[src/rtl/evad_pkg.sv]
// evad_pkg: shared types and constants of the energy voice activity capture block
// used by evad_mul, evad_core and energy_vad_capture; no dependencies
`default_nettype none

package evad_pkg;

    localparam int BUFFER_SAMPLES = 65536;
    localparam int BLOCK_MAX      = 1024;
    localparam int CNT_W          = 17;
    localparam int BLK_W          = 11;
    localparam int QUIET_W        = 20;
    localparam int ESUM_W         = 41;
    localparam int MUL_A_W        = 32;
    localparam int MUL_B_W        = 16;
    localparam int MUL_P_W        = MUL_A_W + MUL_B_W;
    localparam int MUL_STEP_W     = 4;

    localparam logic [CNT_W-1:0]   BUF_LIMIT = CNT_W'(BUFFER_SAMPLES);
    localparam logic [BLK_W-1:0]   BLK_LIMIT = BLK_W'(BLOCK_MAX);
    localparam logic [QUIET_W-1:0] QUIET_MAX = {QUIET_W{1'b1}};
    localparam logic [15:0]        MS_MAX    = 16'hFFFF;

    localparam logic [1:0] OP_SAMPLE = 2'd0;
    localparam logic [1:0] OP_TICK   = 2'd1;
    localparam logic [1:0] OP_START  = 2'd2;

    localparam logic [1:0] REG_THRESHOLD = 2'd0;
    localparam logic [1:0] REG_SILENCE   = 2'd1;
    localparam logic [1:0] REG_TIMEOUT   = 2'd2;

    localparam logic [14:0] THRESHOLD_RST = 15'd500;
    localparam logic [19:0] SILENCE_RST   = 20'd12800;
    localparam logic [15:0] TIMEOUT_RST   = 16'd10000;

    typedef enum logic [2:0] {
        ST_IDLE,
        ST_SQ,
        ST_THR,
        ST_EMIT
    } state_t;

    typedef struct packed {
        logic [14:0] energy_threshold;
        logic [19:0] silence_samples;
        logic [15:0] timeout_lim;
    } cfg_t;

    typedef struct packed {
        logic             store_valid;
        logic [15:0]      store_index;
        logic [15:0]      store_sample;
        logic             block_voiced;
        logic             done_res;
        logic             speech_end;
        logic [CNT_W-1:0] length;
    } res_t;

endpackage

`default_nettype wire

[src/rtl/evad_mul.sv]
// evad_mul: bit-serial shift-add multiplier, one multiplier bit per cycle
// 32 x 16 bit unsigned operands, product after 16 steps; uses evad_pkg
`default_nettype none

module evad_mul (
    input  wire logic                        clk,
    input  wire logic                        rst_n,
    input  wire logic                        start,
    input  wire logic [evad_pkg::MUL_A_W-1:0] a,
    input  wire logic [evad_pkg::MUL_B_W-1:0] b,
    output logic                             busy,
    output logic [evad_pkg::MUL_P_W-1:0]     prod
);

    logic                             busy_reg;
    logic                             busy_next;
    logic [evad_pkg::MUL_STEP_W-1:0]  step_reg;
    logic [evad_pkg::MUL_STEP_W-1:0]  step_next;
    logic [evad_pkg::MUL_A_W-1:0]     a_reg;
    logic [evad_pkg::MUL_A_W-1:0]     hi_reg;
    logic [evad_pkg::MUL_A_W-1:0]     hi_next;
    logic [evad_pkg::MUL_B_W-1:0]     lo_reg;
    logic [evad_pkg::MUL_B_W-1:0]     lo_next;
    logic [evad_pkg::MUL_A_W:0]       sum;

    always_comb
    begin
        sum       = {1'b0, hi_reg} + (lo_reg[0] ? {1'b0, a_reg} : '0);
        busy_next = busy_reg;
        step_next = step_reg;
        hi_next   = hi_reg;
        lo_next   = lo_reg;
        if (start)
        begin
            busy_next = 1'b1;
            step_next = '0;
            hi_next   = '0;
            lo_next   = b;
        end
        else if (busy_reg)
        begin
            hi_next   = sum[evad_pkg::MUL_A_W:1];
            lo_next   = {sum[0], lo_reg[evad_pkg::MUL_B_W-1:1]};
            step_next = step_reg + 1'b1;
            if (step_reg == {evad_pkg::MUL_STEP_W{1'b1}})
            begin
                busy_next = 1'b0;
            end
        end
    end

    always_ff @(posedge clk or negedge rst_n)
    begin
        if (!rst_n)
        begin
            busy_reg <= 1'b0;
            step_reg <= '0;
        end
        else
        begin
            busy_reg <= busy_next;
            step_reg <= step_next;
        end
    end

    always_ff @(posedge clk)
    begin
        hi_reg <= hi_next;
        lo_reg <= lo_next;
        if (start)
        begin
            a_reg <= a;
        end
    end

    assign busy = busy_reg;
    assign prod = {hi_reg, lo_reg};

endmodule

`default_nettype wire

[src/rtl/evad_core.sv]
// evad_core: capture state, block energy and threshold decision sequencer
// uses evad_pkg and two evad_mul serial multipliers
`default_nettype none

module evad_core (
    input  wire logic           clk,
    input  wire logic           rst_n,
    input  wire evad_pkg::cfg_t cfg,
    input  wire logic           take,
    input  wire logic [1:0]     op,
    input  wire logic [15:0]    sample,
    input  wire logic           block_end,
    input  wire logic           res_ready,
    output logic                idle,
    output logic                res_valid,
    output evad_pkg::res_t      res
);

    evad_pkg::state_t state_reg;
    evad_pkg::state_t state_next;

    logic                         active_reg;
    logic                         active_next;
    logic                         started_reg;
    logic                         started_next;
    logic [evad_pkg::CNT_W-1:0]   captured_reg;
    logic [evad_pkg::CNT_W-1:0]   captured_next;
    logic [evad_pkg::QUIET_W-1:0] quiet_reg;
    logic [evad_pkg::QUIET_W-1:0] quiet_next;
    logic [evad_pkg::ESUM_W-1:0]  esum_reg;
    logic [evad_pkg::ESUM_W-1:0]  esum_next;
    logic [evad_pkg::BLK_W-1:0]   blk_reg;
    logic [evad_pkg::BLK_W-1:0]   blk_next;
    logic [15:0]                  elapsed_reg;
    logic [15:0]                  elapsed_next;
    logic                         bend_reg;
    logic                         bend_next;

    logic        sv_reg;
    logic        sv_next;
    logic [15:0] sidx_reg;
    logic [15:0] sidx_next;
    logic [15:0] ssamp_reg;
    logic [15:0] ssamp_next;
    logic        voiced_reg;
    logic        voiced_next;
    logic        done_reg;
    logic        done_next;
    logic        byvoice_reg;
    logic        byvoice_next;

    logic                          sq_start;
    logic                          sq_busy;
    logic [evad_pkg::MUL_P_W-1:0]  sq_prod;
    logic                          tt_start;
    logic                          tt_busy;
    logic [evad_pkg::MUL_P_W-1:0]  tt_prod;
    logic [evad_pkg::MUL_A_W-1:0]  tt_a;
    logic [evad_pkg::MUL_B_W-1:0]  tt_b;

    logic [15:0]                  mag;
    logic [evad_pkg::BLK_W-1:0]   blk_inc;
    logic [evad_pkg::QUIET_W:0]   quiet_sum;
    logic                         voiced;
    logic                         by_silence;

    assign mag     = sample[15] ? (~sample + 16'd1) : sample;
    assign blk_inc = blk_reg + 1'b1;

    evad_mul u_mul_sq (
        .clk   (clk),
        .rst_n (rst_n),
        .start (sq_start),
        .a     ({16'd0, mag}),
        .b     (mag),
        .busy  (sq_busy),
        .prod  (sq_prod)
    );

    evad_mul u_mul_tt (
        .clk   (clk),
        .rst_n (rst_n),
        .start (tt_start),
        .a     (tt_a),
        .b     (tt_b),
        .busy  (tt_busy),
        .prod  (tt_prod)
    );

    always_ff @(posedge clk or negedge rst_n)
    begin
        if (!rst_n)
        begin
            state_reg <= evad_pkg::ST_IDLE;
        end
        else
        begin
            state_reg <= state_next;
        end
    end

    always_comb
    begin
        state_next    = state_reg;
        active_next   = active_reg;
        started_next  = started_reg;
        captured_next = captured_reg;
        quiet_next    = quiet_reg;
        esum_next     = esum_reg;
        blk_next      = blk_reg;
        elapsed_next  = elapsed_reg;
        bend_next     = bend_reg;
        sv_next       = sv_reg;
        sidx_next     = sidx_reg;
        ssamp_next    = ssamp_reg;
        voiced_next   = voiced_reg;
        done_next     = done_reg;
        byvoice_next  = byvoice_reg;
        sq_start      = 1'b0;
        tt_start      = 1'b0;
        tt_a          = {17'd0, cfg.energy_threshold};
        tt_b          = {1'b0, cfg.energy_threshold};
        voiced        = {7'd0, esum_reg} > tt_prod;
        quiet_sum     = {1'b0, quiet_reg} + {10'd0, blk_reg};
        by_silence    = 1'b0;
        idle          = 1'b0;
        res_valid     = 1'b0;

        unique case (state_reg)
            evad_pkg::ST_IDLE:
            begin
                idle = 1'b1;
                if (take)
                begin
                    sv_next      = 1'b0;
                    sidx_next    = '0;
                    ssamp_next   = '0;
                    voiced_next  = 1'b0;
                    done_next    = 1'b0;
                    byvoice_next = 1'b0;
                    state_next   = evad_pkg::ST_EMIT;
                    if (op == evad_pkg::OP_START)
                    begin
                        active_next   = 1'b1;
                        started_next  = 1'b0;
                        captured_next = '0;
                        quiet_next    = '0;
                        esum_next     = '0;
                        blk_next      = '0;
                        elapsed_next  = '0;
                    end
                    else if (op == evad_pkg::OP_TICK)
                    begin
                        if (active_reg && elapsed_reg != evad_pkg::MS_MAX)
                        begin
                            elapsed_next = elapsed_reg + 16'd1;
                        end
                    end
                    else if (op == evad_pkg::OP_SAMPLE && active_reg)
                    begin
                        if (captured_reg < evad_pkg::BUF_LIMIT)
                        begin
                            sv_next       = 1'b1;
                            sidx_next     = captured_reg[15:0];
                            ssamp_next    = sample;
                            captured_next = captured_reg + 1'b1;
                        end
                        blk_next   = blk_inc;
                        bend_next  = block_end || (blk_inc >= evad_pkg::BLK_LIMIT);
                        sq_start   = 1'b1;
                        tt_start   = 1'b1;
                        state_next = evad_pkg::ST_SQ;
                    end
                end
            end
            evad_pkg::ST_SQ:
            begin
                if (!sq_busy && !tt_busy)
                begin
                    esum_next = esum_reg + evad_pkg::ESUM_W'(sq_prod[31:0]);
                    if (bend_reg)
                    begin
                        tt_a       = tt_prod[31:0];
                        tt_b       = {5'd0, blk_reg};
                        tt_start   = 1'b1;
                        state_next = evad_pkg::ST_THR;
                    end
                    else
                    begin
                        state_next = evad_pkg::ST_EMIT;
                    end
                end
            end
            evad_pkg::ST_THR:
            begin
                if (!tt_busy)
                begin
                    if (voiced)
                    begin
                        started_next = 1'b1;
                        quiet_next   = '0;
                    end
                    else if (started_reg)
                    begin
                        quiet_next = quiet_sum[evad_pkg::QUIET_W]
                                   ? evad_pkg::QUIET_MAX
                                   : quiet_sum[evad_pkg::QUIET_W-1:0];
                        by_silence = (quiet_next >= cfg.silence_samples);
                    end
                    voiced_next  = voiced;
                    byvoice_next = by_silence;
                    done_next    = by_silence
                                || (captured_reg >= evad_pkg::BUF_LIMIT)
                                || (elapsed_reg >= cfg.timeout_lim);
                    if (done_next)
                    begin
                        active_next = 1'b0;
                    end
                    esum_next  = '0;
                    blk_next   = '0;
                    state_next = evad_pkg::ST_EMIT;
                end
            end
            evad_pkg::ST_EMIT:
            begin
                res_valid = 1'b1;
                if (res_ready)
                begin
                    state_next = evad_pkg::ST_IDLE;
                end
            end
            default:
            begin
                state_next = evad_pkg::ST_IDLE;
            end
        endcase
    end

    always_ff @(posedge clk or negedge rst_n)
    begin
        if (!rst_n)
        begin
            active_reg   <= 1'b0;
            started_reg  <= 1'b0;
            captured_reg <= '0;
            quiet_reg    <= '0;
            esum_reg     <= '0;
            blk_reg      <= '0;
            elapsed_reg  <= '0;
            bend_reg     <= 1'b0;
        end
        else
        begin
            active_reg   <= active_next;
            started_reg  <= started_next;
            captured_reg <= captured_next;
            quiet_reg    <= quiet_next;
            esum_reg     <= esum_next;
            blk_reg      <= blk_next;
            elapsed_reg  <= elapsed_next;
            bend_reg     <= bend_next;
        end
    end

    always_ff @(posedge clk)
    begin
        sv_reg      <= sv_next;
        sidx_reg    <= sidx_next;
        ssamp_reg   <= ssamp_next;
        voiced_reg  <= voiced_next;
        done_reg    <= done_next;
        byvoice_reg <= byvoice_next;
    end

    always_comb
    begin
        res.store_valid    = sv_reg;
        res.store_index    = sidx_reg;
        res.store_sample   = ssamp_reg;
        res.block_voiced   = voiced_reg;
        res.done_res       = done_reg;
        res.speech_end     = byvoice_reg;
        res.length         = captured_reg;
    end

endmodule

`default_nettype wire

[src/rtl/energy_vad_capture.sv]
// energy_vad_capture: top level, stream ports, configuration registers, output register
// a start, tick or idle word goes straight to the result state; a sample first waits in
// the square state, and a sample that closes a block then also in the threshold state
// a new word is taken only while the core is idle, so samples are held back by the
// 16-step serial square and the 16-step threshold squared times block length product
// reset: rst_n asynchronous low, capture idle, registers 500 / 12800 / 10000
`default_nettype none

module energy_vad_capture (
    input  wire logic        clk,
    input  wire logic        rst_n,
    input  wire logic        s_tvalid,
    output logic             s_tready,
    input  wire logic [15:0] s_tdata,   // sample
    input  wire logic [1:0]  s_tuser,   // op
    input  wire logic        s_tlast,   // block_end
    output logic             m_tvalid,
    input  wire logic        m_tready,
    output logic [55:0]      m_tdata,   // store_index, store_sample, block_voiced,
                                        // speech_end, length, zero fill
    output logic [0:0]       m_tuser,   // store_valid
    output logic             m_tlast,   // done_res
    input  wire logic        cfg_we,
    input  wire logic [1:0]  cfg_index,
    input  wire logic [19:0] cfg_data
);

    evad_pkg::cfg_t cfg_reg;
    evad_pkg::res_t core_res;
    evad_pkg::res_t out_res_reg;
    logic           out_valid_reg;
    logic           out_valid_next;
    logic           core_idle;
    logic           core_res_valid;
    logic           res_ready;
    logic           take;
    logic [16:0]    out_len_m1;

    assign res_ready = !out_valid_reg || m_tready;
    assign s_tready  = core_idle;
    assign take      = s_tvalid && core_idle;

    evad_core u_core (
        .clk       (clk),
        .rst_n     (rst_n),
        .cfg       (cfg_reg),
        .take      (take),
        .op        (s_tuser),
        .sample    (s_tdata),
        .block_end (s_tlast),
        .res_ready (res_ready),
        .idle      (core_idle),
        .res_valid (core_res_valid),
        .res       (core_res)
    );

    always_ff @(posedge clk or negedge rst_n)
    begin
        if (!rst_n)
        begin
            cfg_reg.energy_threshold <= evad_pkg::THRESHOLD_RST;
            cfg_reg.silence_samples  <= evad_pkg::SILENCE_RST;
            cfg_reg.timeout_lim      <= evad_pkg::TIMEOUT_RST;
        end
        else if (cfg_we)
        begin
            unique case (cfg_index)
                evad_pkg::REG_THRESHOLD: cfg_reg.energy_threshold <= cfg_data[14:0];
                evad_pkg::REG_SILENCE:   cfg_reg.silence_samples  <= cfg_data;
                evad_pkg::REG_TIMEOUT:   cfg_reg.timeout_lim      <= cfg_data[15:0];
                default:
                begin
                end
            endcase
        end
    end

    always_comb
    begin
        out_valid_next = out_valid_reg;
        if (core_res_valid && res_ready)
        begin
            out_valid_next = 1'b1;
        end
        else if (m_tready)
        begin
            out_valid_next = 1'b0;
        end
    end

    always_ff @(posedge clk or negedge rst_n)
    begin
        if (!rst_n)
        begin
            out_valid_reg <= 1'b0;
        end
        else
        begin
            out_valid_reg <= out_valid_next;
        end
    end

    always_ff @(posedge clk)
    begin
        if (core_res_valid && res_ready)
        begin
            out_res_reg <= core_res;
        end
    end

    assign m_tvalid = out_valid_reg;
    assign m_tuser  = out_res_reg.store_valid;
    assign m_tlast  = out_res_reg.done_res;
    assign m_tdata  = {5'd0,
                       out_res_reg.length,
                       out_res_reg.speech_end,
                       out_res_reg.block_voiced,
                       out_res_reg.store_sample,
                       out_res_reg.store_index};

    assign out_len_m1 = out_res_reg.length - 17'd1;

    a_store_index_tracks_length: assert property (
        @(posedge clk) disable iff (!rst_n)
        m_tvalid && m_tuser[0] |-> m_tdata[15:0] == out_len_m1[15:0]
    ) else $error("stored index does not match captured length");

    a_voice_ends_capture: assert property (
        @(posedge clk) disable iff (!rst_n)
        m_tvalid && m_tdata[33] |-> m_tlast && !m_tdata[32]
    ) else $error("voice end without capture end or on a voiced block");

    a_length_saturates: assert property (
        @(posedge clk) disable iff (!rst_n)
        m_tvalid |-> m_tdata[50:34] <= evad_pkg::BUF_LIMIT
    ) else $error("length beyond buffer size");

    a_no_accept_while_busy: assert property (
        @(posedge clk) disable iff (!rst_n)
        s_tvalid && s_tready |=> !s_tready
    ) else $error("second word taken while one is in work");

endmodule

`default_nettype wire
[config.mk]
export PLATFORM = sky130hd
export DESIGN_NAME = energy_vad_capture
export DESIGN_NICKNAME = d
export VERILOG_FILES = /design/src/rtl/evad_pkg.sv /design/src/rtl/evad_mul.sv /design/src/rtl/evad_core.sv /design/src/rtl/energy_vad_capture.sv
export SDC_FILE = /design/constraint.sdc
export NUM_CORES = 1
export LEC_CHECK = 0
export BUFFER_PORTS_ARGS = -buffer_cell sky130_fd_sc_hd__buf_2
export CAP_MARGIN = 0
export CORE_UTILIZATION = 30
export DETAILED_ROUTE_END_ITERATION = 10
export HOLD_SLACK_MARGIN = 0.15
export PLACE_DENSITY = 0.55
export SLEW_MARGIN = 30
export SYNTH_ARGS = -nofsm -noshare
export SYNTH_HDL_FRONTEND = slang
export SYNTH_SLANG_ARGS = --single-unit
export TNS_END_PERCENT = 5
[constraint.sdc]
create_clock -name clk -period 4.8 [get_ports clk]
set_input_delay 0.48 -clock clk [delete_from_list [all_inputs] [get_ports clk]]
set_output_delay 0.48 -clock clk [all_outputs]
set_load 0.01 [all_outputs]
# Yosys cells after proc, flatten, opt, wreduce, memory -nomap -nowiden
# Index checks and enable logic that the tools add are counted.
# classes
add_sub_neg	10
multipliers	0
n_div	0
order_cmp	6
n_eq_ne	21
n_shift	0
mux	91
n_bitwise	5
reduce_logical	41
# ops
cell	n
$mux W16	11
$mux W41	4
$pmux W41 S3	1
$mux W20	6
$mux W17	4
$mux W15	4
$mux W11	5
$gt A41 B48 Y1	1
$add A41 B32 Y41	1
$pmux W20 S2	1
$mux W1	35
$reduce_and A5 Y1	7
$add A32 B32 Y33	1
$add A32 B33 Y33	1
$add A16 B1 Y16 const B	2
$mux W32	1
$pmux W11 S2	1
$add A20 B11 Y21	1
$ge A20 B20 Y1	1
$mux W3	6
$add A17 B1 Y17 const B	1
$ge A17 B17 Y1 const B	1
$lt A17 B17 Y1 const B	1
$ge A16 B16 Y1	1
other kinds (31)	76
# totals
register_bits	406
latchBits	0
ramBits	0
romBits	0
in_bits	46
output_inout_bits	60
wordCells	211
mem_count	0

# Logic depth before layout (Yosys ltp)
# Gate-level depths: netlist of the first run.
# depth
word_depth	12
mapped_depth	22
mapped_depth_nobuf	21

# Modules after synthesis
# From an unflattened synthesis of the first run, not the netlist that was laid out.
# unflattened
hier_cells	2438
hier_area_um2	24735.0
# by_module_without_submodules
mod	n_inst	cells_per_inst	area_each_um2	seq_area_each_um2
evad_core	1	1287	11210.8	3833.7
evad_mul (u_core.u_mul_sq)	1	494	4994.8	2207.1
evad_mul (u_core.u_mul_tt)	1	484	4903.5	2207.1
energy_vad_capture	1	173	3626.0	2910.3

# Worst setup path after synthesis of the first run
# OpenSTA, ideal clock, no wires.
# synth_timing
path_type	reg2reg
from	register u_core.blk_reg[0] (netlist bit)
to	register u_core.done_reg, data pin
setup_time_ns	0.262
t_arrival_ns	4.303
required_time_ns	4.538
slack_ns	0.235
stages_incl_launch_ff	21
n_path_buf	2
period_less_slack_ns	4.565
cell_sequence	dfrtp_1 > ha_1 > fa_1 > a21o_1 > a21oi_2 > o21ai_1 > a2111oi_2 > nor3_1 > o31a_1 > nand3_2 > buf_2 > buf_4 > nand2_1 > ha_1 > or4_1 > a221oi_1 > o21ai_0 > a21oi_1 > nor2_1 > a211oi_1 > nor2_1
# synth_via
elab_chain_cells	11
# synth_rtl
item	line_no	text
start: declaration	evad_core.sv:32	logic [evad_pkg::BLK_W-1:0] blk_reg;
start signal: assignment	evad_core.sv:259	blk_reg <= blk_next;
$add A20 B11 Y21	evad_core.sv:124	quiet_sum = {1'b0, quiet_reg} + {10'd0, blk_reg};
$mux W20	evad_core.sv:206	? evad_pkg::QUIET_MAX
$ge A20 B20 Y1	evad_core.sv:208	by_silence = (quiet_next >= cfg.silence_samples);
$mux W1	evad_core.sv:203	else if (started_reg)
$mux W1	evad_core.sv:198	if (voiced)
$mux W1	evad_core.sv:196	if (!tt_busy)
$mux W1	evad_core.sv:129	unique case (state_reg)
$logic_or A1 B1 Y1	evad_core.sv:213	|| (captured_reg >= evad_pkg::BUF_LIMIT)
$logic_or A1 B1 Y1	evad_core.sv:214	|| (elapsed_reg >= cfg.timeout_lim);
$mux W1	evad_core.sv:196	
$pmux W1 S2	evad_core.sv:129	
end signal: assignment	evad_core.sv:271	done_reg <= done_next;
end: declaration	evad_core.sv:47	logic done_reg;
# Every way passes these cells. The select of a mux whose other input is x is not followed.
# A chain may end at the register's enable or synchronous reset.

# Final worst setup path of the first run
# Same ends and word-level chain as after synthesis.

==> impl_metrics.py, run 1 <==
metrics = {
    "logic_synthesis": {
        "synthDistinctLibCells": 92,
        "ys_seq_area_share_pct": 45.4,
        "ys_warn_count": 0,
        "synth_ff_type": "edfxtp_1",
        "netlist_area_mm2": 0.0235,
        "ys_seq_elements": 405,
        "synth-edff-count": 169,
        "syn_inst": 2365,
        "postSynthAreaPerCell_um2": 9.94,
        "async_flop_share_pct": 42.5,
    },
    "timing": {
        "slew_violations": 0,
        "whs_ns": 0.198,
        "fmax_ghz": 0.222,
        "setup_viol": 0,
        "setup_ws_ns": 0.288,
        "tightest_slew_ns": 0.893,
        "rsz0062_at_grt": "no",
        "skew_ns": 0.0400,
        "min_period_ns": 4.51,
        "hold_viol": 0,
        "period_share_pct": 94.0,
        "relSlewSlack_pct": 40.5,
    },
    "layout": {
        "diodes": 0,
        "fillCellCount": 7848,
        "regArea_mm2": 0.0107,
        "layout_commonest_cell": "nand2_1",
        "utilization_pct": 34.9,
        "multi_input_area_mm2": 0.0120,
        "nets": 2692,
        "drive_above_1_share_pct": 13.4,
        "final_cell_mix": "nand2_1 (224), ha_1 (181), nor2_1 (172)",
        "postLayoutCellArea_mm2": 0.0271,
        "final_cells": 3540,
        "synthToLayoutAreaGrowth_pct": 15.1,
    },
    "clock_tree": {
        "cts_sinks": 405,
        "clkTransAtPathRegs_ns": 0.06,
        "clkLatencyLatePin_ns": 0.60,
        "cts_buffers": 47,
        "cts-root-buf": "clkbuf_16",
        "clockBufferDepth": 3,
        "cts_tree": "built",
        "cts_max_level": 2,
    },
    "power": {
        "p_int_mw": 9.88,
        "power.density_mw_per_mm2": 605,
        "p_leak_nw": 12.0,
        "power_switching_mw": 6.50,
        "combPwrFrac_pct": 42.4,
        "switching_share_pct": 39.7,
        "sequentialPowerShare_pct": 33.8,
        "max-vdd-ir-drop_mv": 0.272,
        "clockPowerShare_pct": 23.8,
    },
    "floorplan": {
        "num_rows": 102,
        "die_h_um": 282,
        "start_util_pct": 30.4,
        "die_w_um": 282,
        "pin_count": 106,
        "dieArea_mm2": 0.0795,
        "core_mm2": 0.0775,
    },
    "global_route": {
        "use_met3_pct": 1.87,
        "met2_usage_pct": 25.6,
        "met1_usage_pct": 19.7,
        "grt.total_usage_pct": 14.9,
        "grt_pass1_vias": 17700,
        "grt_max_degree": 139,
        "antenna_found_initial": 0,
        "grt_pass1_wl_mm": 95.5,
        "gr-total-overflow": 0,
        "grt-busiest-layer": "met2",
    },
    "worst_setup_path": {
        "cp-start-kind": "flip-flop",
        "end_kind": "flip-flop",
        "worst-endpoint-required_ns": 5.14,
        "cp.arrival_ns": 4.85,
        "path_class": "flip-flop to flip-flop",
        "critical_path.max_fanout": 4,
    },
    "placed_design": {
        "place_area_mm2": 0.0252,
        "dp_cells": 3441,
        "io_buffer_count": 100,
        "dp_slack_ns": -0.00640,
        "dp_hpwl_mm": 43.8,
        "routabilityCongestion": 0.869,
    },
    "min_path": {
        "hold_class": "input port to flip-flop",
    },
    "drt": {
        "wl_per_cell_um": 16.8,
        "drcViolationCount": 0,
        "num_vias": 17800,
        "viasPerCell": 5.03,
        "ant_nets": 0,
        "drt-pass1-iter-count": 5,
        "drt_iter0_drc": 1087,
        "wl_mm": 59.4,
    },
    "run": {
        "maxCapViolCount": 0,
    },
    "run_status": {
        "status": "complete, no violations",
    },
}
[cell usage after synthesis, types with 7 or more instances]
cell type,number,area share [%]
nand2_1,224,3.6
ha_1,181,9.6
nor2_1,173,2.8
edfxtp_1,169,22
dfrtp_1,158,17
inv_1,137,2.2
o21ai_0,133,2.8
a21oi_1,128,2.7
and2_1,83,2.2
a21o_1,77,2.5
clkbuf_1,69,1.1
mux2_2,68,3.3
dfxtp_1,64,5.4
xor2_1,59,2.2
nand3_1,58,1.2
xnor2_1,57,2.1
mux2i_1,45,1.9
nor3_1,42,0.89
nand4_1,34,0.90
and3_1,31,0.82
nor4_1,28,0.75
o21a_1,21,0.67
a211oi_1,20,0.64
o31ai_1,20,0.64
a31oi_1,19,0.51
nand2b_1,18,0.48
o211ai_1,18,0.57
nor2b_1,16,0.43
o21ai_1,15,0.32
dfstp_2,14,1.6
or3_1,13,0.35
or2_2,9,0.24
buf_1,8,0.13
nor3b_1,8,0.26
o21bai_1,8,0.26
a21oi_2,7,0.26
buf_4,7,0.22
o41ai_1,7,0.26
[power by group through the flow]
stage	clock (mW)	combinational, mW	sequential, mW
floorplan	0	5.26	5.32
global placement	0	6.70	5.60
detailed placement	0	6.88	5.62
CTS	4.01	6.94	5.56
global route	4.13	7.78	5.66
finish	3.89	6.94	5.54
[area by class of cell]
type / instances / area share (%)
multi-input cells: 1732 / 44.3
flip-flops and latches: 405 / 39.5
clock buffers: 67 / 5.20
well taps: 1040 / 4.81
repair buffers: 135 / 3.12
inverters: 140 / 1.94
clock inverters: 21 / 1.13
[cell families after synthesis]
| group | synth area share [%] |
|---|---|
| multiplexers | 5.27 |
| flip-flops | 45.4 |
| XOR/XNOR | 4.32 |
| other | 0.0159 |
| adder cells (fa/ha/maj) | 9.97 |
| AO/OA/AOI/OAI | 15.2 |
| buffers and inverters | 3.94 |
| AND/OR/NAND/NOR | 15.9 |
[worst paths after layout]
kind	start	endpoint	slack, ns	cells past startpoint
hold / removal	cfg_data[5]	cfg_reg[5]	0.20	2
max in group asynchronous	rst_n	u_core.u_mul_sq.busy	3.31	3
hold reg to reg	u_core.ssamp_reg[5]	m_tdata[21]	0.42	0
min in group asynchronous	rst_n	u_core.quiet_reg[19]	0.33	2
setup / recovery	u_core.blk_reg[0]	u_core.done_reg	0.29	20
setup reg to reg	u_core.blk_reg[0]	u_core.done_reg	0.29	20
[per-stage QoR]
stage / TNS [ns] / total power, mW
floorplan: 0 / 10.6
global placement: 0 / 12.3
detailed placement: -0.00640 / 12.5
CTS: 0 / 16.5
global route: 0 / 17.6
finish: 0 / 16.4
[worst max-delay path, cell delays in order, from the launching register on]
cell	delay (ns)
dfrtp_1	0.38
ha_1	0.23
fa_1	0.41
a21o_1	0.20
a21oi_4	0.16
o21ai_2	0.11
a2111oi_4	0.39
nor3_1	0.10
o31a_1	0.31
and3_2	0.28
nor2_2	0.11
ha_1	0.23
nand2b_1	0.14
a21o_1	0.17
a21o_1	0.16
a21oi_1	0.15
o21ai_1	0.10
a21oi_2	0.22
nor2_1	0.09
a211oi_2	0.24
nor2_1	0.06
[per-layer routing]
layer / wire [um] / vias to the layer above / part of all wire, %
li1: - / 8724 / -
met1: 27500 / 8697 / 46
met2: 28700 / 316 / 48
met3: 2010 / 73 / 3.4
met4: 1070 / 0 / 1.8
met5: 0 / - / 0
[timing repair]
item	4_1_cts	5_1_grt
pin swaps	0	3
setup buffers	0	0
resized for setup	1	8
hold buffers	10	0
endpoints found under the hold margin	47	0
cloned	0	0
setup endpoints to repair	1	2
No activity file was read; power rests on OpenSTA's default activity.
==> inputs of run 2 (changes only) <==
--- a/config.mk
+++ b/config.mk
@@ -10,7 +10,7 @@
 export CORE_UTILIZATION = 30
 export DETAILED_ROUTE_END_ITERATION = 10
 export HOLD_SLACK_MARGIN = 0.15
-export PLACE_DENSITY = 0.55
+export PLACE_DENSITY = 0.54
 export SLEW_MARGIN = 30
 export SYNTH_ARGS = -nofsm -noshare
 export SYNTH_HDL_FRONTEND = slang
==> constraint.sdc (replaced) <==
create_clock -name clk -period 4.5 [get_ports clk]
set_input_delay 0.45 -clock clk [delete_from_list [all_inputs] [get_ports clk]]
set_output_delay 0.45 -clock clk [all_outputs]
set_load 0.01 [all_outputs]
==> impl_metrics.py, run 2 (same netlist as run 1, synthesis figures left out) <==
metrics = {
    "run_status": {
        "status": "complete, no violations",
    },
    "power": {
        "combPwrFrac_pct": 42.8,
        "switching_share_pct": 40.0,
        "p_int_mw": 10.4,
        "p_leak_nw": 12.1,
        "power.density_mw_per_mm2": 638,
        "power_switching_mw": 6.98,
        "max-vdd-ir-drop_mv": 0.348,
        "clockPowerShare_pct": 23.4,
        "sequentialPowerShare_pct": 33.9,
    },
    "clock_tree": {
        "cts_max_level": 2,
        "clockBufferDepth": 3,
        "cts_sinks": 405,
        "cts_tree": "built",
        "clkTransAtPathRegs_ns": 0.06,
        "clkLatencyLatePin_ns": 0.61,
        "cts_buffers": 48,
        "cts-root-buf": "clkbuf_16",
    },
    "drt": {
        "wl_per_cell_um": 16.9,
        "drcViolationCount": 0,
        "drt-pass1-iter-count": 5,
        "ant_nets": 0,
        "drt_iter0_drc": 1187,
        "num_vias": 17900,
        "viasPerCell": 4.99,
        "wl_mm": 60.6,
    },
    "layout": {
        "layout_commonest_cell": "nand2_1",
        "drive_above_1_share_pct": 14.4,
        "final_cell_mix": "nand2_1 (224), ha_1 (179), nor2_1 (172)",
        "utilization_pct": 35.2,
        "nets": 2728,
        "synthToLayoutAreaGrowth_pct": 16.1,
        "postLayoutCellArea_mm2": 0.0273,
    },
    "timing": {
        "period_share_pct": 95.8,
        "hold_viol": 0,
        "finalSetupTns_ns": 0,
        "setup_viol": 0,
        "setup_ws_ns": 0.188,
        "tightest_slew_ns": 0.928,
        "relSlewSlack_pct": 38.1,
        "fmax_ghz": 0.232,
        "whs_ns": 0.186,
        "min_period_ns": 4.31,
        "rsz0062_at_grt": "yes",
        "skew_ns": 0.0518,
        "slew_violations": 0,
    },
    "worst_setup_path": {
        "critPathLaunch": "u_core.blk_reg[0]",
        "rr_worst_depth": 20,
        "critical_path.max_fanout": 8,
        "critical_path.endpoint": "u_core.done_reg",
        "worst-endpoint-required_ns": 4.86,
        "worstReg2RegStart": "u_core.blk_reg[0]",
        "regToRegSetupSlack_ns": 0.19,
        "end_kind": "flip-flop",
        "cp-start-kind": "flip-flop",
        "path_class": "flip-flop to flip-flop",
        "cp.arrival_ns": 4.67,
        "r2r_end": "u_core.done_reg",
    },
    "global_route": {
        "grt_max_degree": 71,
        "grt_pass1_wl_mm": 98.0,
        "grt.total_usage_pct": 15.3,
        "gr-total-overflow": 0,
        "antenna_found_initial": 0,
        "grt_pass1_vias": 18000,
    },
    "floorplan": {
        "start_util_pct": 30.4,
        "num_rows": 102,
        "die_w_um": 282,
        "dieArea_mm2": 0.0795,
        "die_h_um": 282,
        "pin_count": 106,
        "core_mm2": 0.0775,
    },
    "placed_design": {
        "dp_hpwl_mm": 44.7,
        "dp_slack_ns": -0.142,
        "io_buffer_count": 100,
        "routabilityCongestion": 0.851,
        "place_area_mm2": 0.0253,
    },
    "min_path": {
        "hold_class": "input port to flip-flop",
    },
    "run": {
        "maxCapViolCount": 0,
    },
}
[run 2: cell type report]
| type | instances | area [um^2] |
|---|---|---|
| repair buffers | 170 | 1100 |
| diodes | 1 | 2.50 |
| fillers | 7820 | 50200 |
| flip-flops and latches | 405 | 10700 |
| inverters | 140 | 526 |
| well taps | 1040 | 1300 |
| clock buffers | 60 | 1270 |
| multi-input cells | 1732 | 12000 |
| clock inverters | 30 | 383 |
[run 2: power by group through the flow]
stage / clock network [mW] / registers, mW / logic (mW)
2_1_floorplan: 0 / 5.67 / 5.61
3_3_place_gp: 0 / 5.96 / 7.21
3_5_place_dp: 0 / 5.99 / 7.39
4_1_cts: 4.18 / 5.93 / 7.45
5_1_grt: 4.33 / 6.04 / 8.37
6_report: 4.07 / 5.90 / 7.45
[run 2: worst min-delay path by stage]
stage,start,end,cells after the start
global placement,u_core.ssamp_reg[12],m_tdata[28],0
CTS,cfg_data[12],cfg_reg[28],2
floorplan,rst_n,cfg_reg[0],0
global route,s_tdata[12],u_core.ssamp_reg[12],2
detailed placement,u_core.sidx_reg[7],m_tdata[7],0
finish,s_tdata[12],u_core.ssamp_reg[12],2
[run 2: metal layers]
layer	wire, um	track usage [%]	vias to the layer above	share of wire (%)
met4	1510	4.33	0	2.5
li1	-	-	8791	-
met3	2260	2.21	98	3.7
met2	28800	25.7	317	48
met1	28000	20.4	8662	46
met5	0	0	-	0
[run 2: critical path, stage by stage, from the launching register on]
cell       delay, ns
dfrtp_1         0.41
ha_4            0.18
fa_2            0.38
a21o_1          0.17
a21oi_2         0.15
o21ai_2         0.10
a2111oi_4       0.39
nor3_2          0.09
o31a_1          0.25
buf_4           0.15
nand3_4         0.13
nand2_1         0.08
ha_2            0.18
or4_1           0.52
a221oi_2        0.17
o21ai_1         0.10
a21oi_1         0.15
buf_4           0.14
nor2_1          0.05
a211oi_2        0.20
nor2_1          0.06
[run 2: metrics by stage]
step           cells  power [mW]
6_report        3578        17.4
2_1_floorplan   2369        11.3
4_1_cts         3576        17.6
3_3_place_gp    3465        13.2
3_5_place_dp    3466        13.4
5_1_grt         3577        18.7
[run 2: what timing repair did]
item / 4_1_cts / 5_1_grt
endpoints found under the setup margin: 2 / 3
pin swaps: 1 / 6
hold buffers: 20 / 0
resized for setup: 6 / 18
endpoints found under the hold margin: 95 / 0
buffers inserted: 0 / 1
